## config.mk

```make
export PLATFORM = sky130hd
export DESIGN_NAME = fcr_disc_scan
export DESIGN_NICKNAME = d
export VERILOG_FILES = /design/src/hw/rtl/filled_circle_raster_painter_assert.svh /design/src/hw/rtl/fcr_pkg.sv /design/src/hw/rtl/fcr_disc_scan.sv
export SDC_FILE = /design/constraint.sdc
export NUM_CORES = 1
export LEC_CHECK = 0
export ABC_AREA = 1
export BUFFER_PORTS_ARGS = -buffer_cell sky130_fd_sc_hd__buf_4
export CAP_MARGIN = 20
export CORE_MARGIN = 2
export CORE_UTILIZATION = 25
export CTS_CLUSTER_SIZE = 28
export DETAILED_ROUTE_END_ITERATION = 7
export PLACE_DENSITY = 0.51
export SETUP_SLACK_MARGIN = 0.15
export SYNTH_ARGS = -nofsm -noshare
export SYNTH_HDL_FRONTEND = slang
export SYNTH_SLANG_ARGS = --single-unit
```

## constraint.sdc

```tcl
create_clock -name clk -period 6.7 [get_ports clk]
set_input_delay 0.335 -clock clk [delete_from_list [all_inputs] [get_ports clk]]
set_output_delay 0.335 -clock clk [all_outputs]
set_load 0.02 [all_outputs]
```

## src/hw/rtl/filled_circle_raster_painter_assert.svh

```systemverilog
// Assertion macros for the filled circle raster painter.
`ifndef FILLED_CIRCLE_RASTER_PAINTER_ASSERT_SVH
`define FILLED_CIRCLE_RASTER_PAINTER_ASSERT_SVH
`ifndef SYNTHESIS
// Same-cycle implication.
`define FCR_ASSERT_IMPL(label, clk, rst_n, ante, cons, msg) \
    label: assert property (@(posedge clk) disable iff (!rst_n) (ante) |-> (cons)) \
        else $error(msg);
// Next-cycle implication.
`define FCR_ASSERT_NEXT(label, clk, rst_n, ante, cons, msg) \
    label: assert property (@(posedge clk) disable iff (!rst_n) (ante) |=> (cons)) \
        else $error(msg);
`else
`define FCR_ASSERT_IMPL(label, clk, rst_n, ante, cons, msg)
`define FCR_ASSERT_NEXT(label, clk, rst_n, ante, cons, msg)
`endif
`endif

```

## src/hw/rtl/fcr_pkg.sv

```systemverilog
// Shared types and constants of the filled circle raster painter.
package fcr_pkg;

    localparam int MAX_WIDTH_DEF  = 64;
    localparam int MAX_HEIGHT_DEF = 64;

    localparam int POS_W    = 6;
    localparam int COORD_W  = 7;
    localparam int RADIUS_W = 7;
    localparam int COLOUR_W = 4;
    localparam int GRID_W   = 7;
    localparam int GRID_MAX = (1 << GRID_W) - 1;
    localparam int SQ_W     = 2 * COORD_W;
    localparam int CFG_IDX_W = 1;

    localparam logic [GRID_W-1:0] GRID_RESET = 7'd64;

    localparam logic KIND_DRAW = 1'b0;
    localparam logic KIND_READ = 1'b1;

    localparam logic [CFG_IDX_W-1:0] REG_GRID_WIDTH  = 1'd0;
    localparam logic [CFG_IDX_W-1:0] REG_GRID_HEIGHT = 1'd1;

    typedef enum logic [1:0] {
        ST_CLEAR,
        ST_IDLE,
        ST_SCAN,
        ST_RESP
    } ctl_state_t;

    // Clipped bounding box and disc parameters of one draw.
    typedef struct packed {
        logic [COORD_W-1:0]  x0;
        logic [COORD_W-1:0]  x1;
        logic [COORD_W-1:0]  y0;
        logic [COORD_W-1:0]  y1;
        logic [POS_W-1:0]    cx;
        logic [POS_W-1:0]    cy;
        logic [RADIUS_W-1:0] radius;
        logic [COLOUR_W-1:0] colour;
    } scan_cmd_t;

endpackage

```

## src/hw/rtl/fcr_disc_scan.sv

```systemverilog
// Bounding box scanner: one pixel per cycle, disc test, frame store write.
module fcr_disc_scan #(
    parameter int MAX_WIDTH = fcr_pkg::MAX_WIDTH_DEF,
    parameter int ADDR_W    = 12
) (
    input  logic                          clk,
    input  logic                          rst_n,
    input  logic                          go,
    input  fcr_pkg::scan_cmd_t            cmd,
    output logic                          scan_busy,
    output logic                          wr_en,
    output logic [ADDR_W-1:0]             wr_addr,
    output logic [fcr_pkg::COLOUR_W-1:0]  wr_data
);

    fcr_pkg::scan_cmd_t             cmd_reg;
    logic [fcr_pkg::SQ_W-1:0]       r2_reg;
    logic [fcr_pkg::COORD_W-1:0]    sx_reg, sx_next;
    logic [fcr_pkg::COORD_W-1:0]    sy_reg, sy_next;
    logic                           run_reg, run_next;

    // pipeline stage 1
    logic                           s1_vld_reg;
    logic [fcr_pkg::SQ_W-1:0]       dx2_reg, dy2_reg;
    logic [ADDR_W-1:0]              s1_addr_reg;

    logic [fcr_pkg::COORD_W-1:0]    cx7, cy7, dx, dy;
    logic [fcr_pkg::SQ_W:0]         dist2;

    assign cx7 = {1'b0, cmd_reg.cx};
    assign cy7 = {1'b0, cmd_reg.cy};
    assign dx  = (sx_reg >= cx7) ? (sx_reg - cx7) : (cx7 - sx_reg);
    assign dy  = (sy_reg >= cy7) ? (sy_reg - cy7) : (cy7 - sy_reg);

    always_comb
    begin
        sx_next  = sx_reg;
        sy_next  = sy_reg;
        run_next = run_reg;
        if (go)
        begin
            sx_next  = cmd.x0;
            sy_next  = cmd.y0;
            run_next = 1'b1;
        end
        else if (run_reg)
        begin
            if (sx_reg == cmd_reg.x1)
            begin
                sx_next = cmd_reg.x0;
                if (sy_reg == cmd_reg.y1)
                begin
                    run_next = 1'b0;
                end
                else
                begin
                    sy_next = sy_reg + 1'b1;
                end
            end
            else
            begin
                sx_next = sx_reg + 1'b1;
            end
        end
    end

    always_ff @(posedge clk or negedge rst_n)
    begin
        if (!rst_n)
        begin
            run_reg    <= 1'b0;
            s1_vld_reg <= 1'b0;
        end
        else
        begin
            run_reg    <= run_next;
            s1_vld_reg <= run_reg;
        end
    end

    always_ff @(posedge clk)
    begin
        if (go)
        begin
            cmd_reg <= cmd;
            r2_reg  <= fcr_pkg::SQ_W'(cmd.radius) * fcr_pkg::SQ_W'(cmd.radius);
        end
        sx_reg      <= sx_next;
        sy_reg      <= sy_next;
        dx2_reg     <= fcr_pkg::SQ_W'(dx) * fcr_pkg::SQ_W'(dx);
        dy2_reg     <= fcr_pkg::SQ_W'(dy) * fcr_pkg::SQ_W'(dy);
        s1_addr_reg <= ADDR_W'(sy_reg) * ADDR_W'(MAX_WIDTH) + ADDR_W'(sx_reg);
    end

    // stage 2: inside test and write
    assign dist2     = {1'b0, dx2_reg} + {1'b0, dy2_reg};
    assign wr_en     = s1_vld_reg && (dist2 <= {1'b0, r2_reg});
    assign wr_addr   = s1_addr_reg;
    assign wr_data   = cmd_reg.colour;
    assign scan_busy = run_reg || s1_vld_reg;

endmodule

```

==> out/results.txt <==
Outcome: finished clean
Largest net degree at the start of global routing: 75
Vias in the first global route: 7284
Primary FF master, synth: edfxtp_1
Largest register FFs: 33
Startpoint types: flop
Most common cell in the netlist: nand2_1
Antenna-violating nets left: 0
Critical Path Fanout Max: 8
Global route overflow: 0
Post-CTS Setup Inserts: 0
IO buf count: 71
Fin crit share: 85.3%
Synthesis-to-finish area growth: 14.1%
Synth warn: 0
WL met1: 9.74 mm
Setup TNS: 0 ns
#FFs+latches synth: 104
Worst slew pin tran: 0.894 ns
Drt total wl: 20.4 mm
I/O pins: 72
Fmax: 0.175 GHz
Cell area after layout: 10700 um^2
DRC violations left: 0
Final #Nets: 1417
Synth top area share: 20.4%
Synth area leader: edfxtp_1
HP Class: in2reg
Top delay family on crit path: adder cells
Die area: 39200 um^2
Core Footprint: 37300 um^2
Total GRT Usage: 10.8%
Relative slew slack: 40.4%
Top cells by area, synth: edfxtp_1 20%, ha_1 17%, fa_1 9.6%, nand2_1 9.3%, dfxtp_1 8.1%
TritonCTS clock tree: done
Crit path buffers/inverters: 8
Number of synthesized flops with an enable pin: 64
Highest Signal Layer: met4
Metal2 WL: 9.87 mm
Library cells used by synthesis: 48
Critical Path AT: 5.96 ns
Vias post-DR: 7106
Worst clock skew: 0.0261 ns
CP max-delay cell: fa_1
Root Buffer: clkbuf_16
Drt via density: 4.26
Max incr delay on CP: 0.53 ns
Synth top cells by count: 234 x nand2_1, 187 x inv_1, 129 x ha_1, 83 x nor2_1, 64 x edfxtp_1
Fin. Hold Viols: 0
Hold_ws: 0.136 ns
Worst Setup End Kind: flop
Slew Viols, Final: 0
Max-cap violations: 0
Avg WL per Cell: 12.2 um
Clock latency on the worst-skew pair: 0.37 ns
Cell Area, Synth: 9400 um^2
Initial DRT Pass Iterations: 5
Layout cell share with drive strength beyond 1: 11.6%
Mean post-synth cell area: 8.36 um^2
DR iter-0 viols: 368
RePlAce Congestion: 0.862
Worst EP required: 6.94 ns
CP Class: reg2reg
Detailed Place HPWL: 16.8 mm
Final setup fails: 0
Clock Tree Buf Depth: 2
Antenna violations before repair: 0
Asr flop ratio synth: 1.92%
TritonCTS Buffers: 9
Cell count after synthesis: 1124
Clock sinks: 104
Crit path time final: 5.71 ns
First-pass GRT wire length: 34.4 mm
RSZ-0062 raised after global routing: no
Most used cell, CP: nand2_1
Starting density of the core: 25.2%
WL met3: 393 um
Sequential-to-total area share from yosys stat: 29.1%
DIE WIDTH: 198 um
Fin util: 28.8%
H-tree depth: 3
ANT cells: 0
Clk slew on worst S/H paths: 0.10 ns
Die H: 198 um
Row cnt: 71
Placed Area: 10400 um^2
Mapped Nets: 1352
==> layer usage <==
metal	up-vias	track usage (%)
li1	3732	-
met1	3276	13.9
met2	80	19.2
met3	18	0.954
met4	0	3.31
met5	-	0
==> layout make-up <==
class / instances / area (um^2)
Clock buffer: 9 / 225
Multi-Input combinational cell: 804 / 5810
Sequential cell: 104 / 2730
Tap cell: 474 / 593
Inverter: 197 / 744
Clock inverter: 7 / 80.1
Timing Repair Buffer: 73 / 548
Fill cell: 3995 / 26600
==> layout by cell type (no fill, tap or decap), types with 9 or more instances in the layout <==
cell,instances
nand2_1,234
xnor2_1,24
inv_1,187
nand4_1,16
ha_1,129
edfxtp_1,64
clkbuf_16,9
xor2_1,55
nor3_1,11
nor2_1,83
dfxtp_1,38
o21ai_0,31
nand2_2,17
a21oi_1,54
buf_4,71
nand3_1,42
fa_1,45
==> worst paths after layout <==
check,from,end,slack [ns],cells after the start
max in group asynchronous,rst_n,run_reg,6.29,2
max,sx_reg[0],dx2_reg[13],0.99,31
min reg2reg,run_reg,s1_vld_reg,0.39,0
max reg2reg,sx_reg[0],dx2_reg[13],0.99,31
min,cmd[18],cmd_reg[18],0.14,1
min in group asynchronous,rst_n,s1_vld_reg,0.29,2
==> metrics by stage <==
| step | instances | worst slack, ns |
|---|---|---|
| 2_1_floorplan | 1124 | 1.54 |
| 3_3_place_gp | 1650 | 1.10 |
| 3_5_place_dp | 1650 | 1.06 |
| 4_1_cts | 1667 | 0.981 |
| 5_1_grt | 1668 | 0.550 |
| 6_report | 1668 | 0.987 |
==> cell families after synthesis <==
kind of cell / share of synthesized area [%]
AOI/OAI and AO/OA: 7.27
muxes: 0.120
and+or+nand+nor: 20.1
DFF: 29.1
buffers and inverters: 9.17
adders and majority gates: 26.8
xor gates and xnor gates: 7.53
==> repair_timing <==
item                      4_1_cts  5_1_grt
gates resized for setup         0        0
hold endpoints to repair        2        0
hold buffers                    1        0
Power is not shown: default switching activity piles up to over one toggle a cycle in this logic, so the estimate is an artifact.
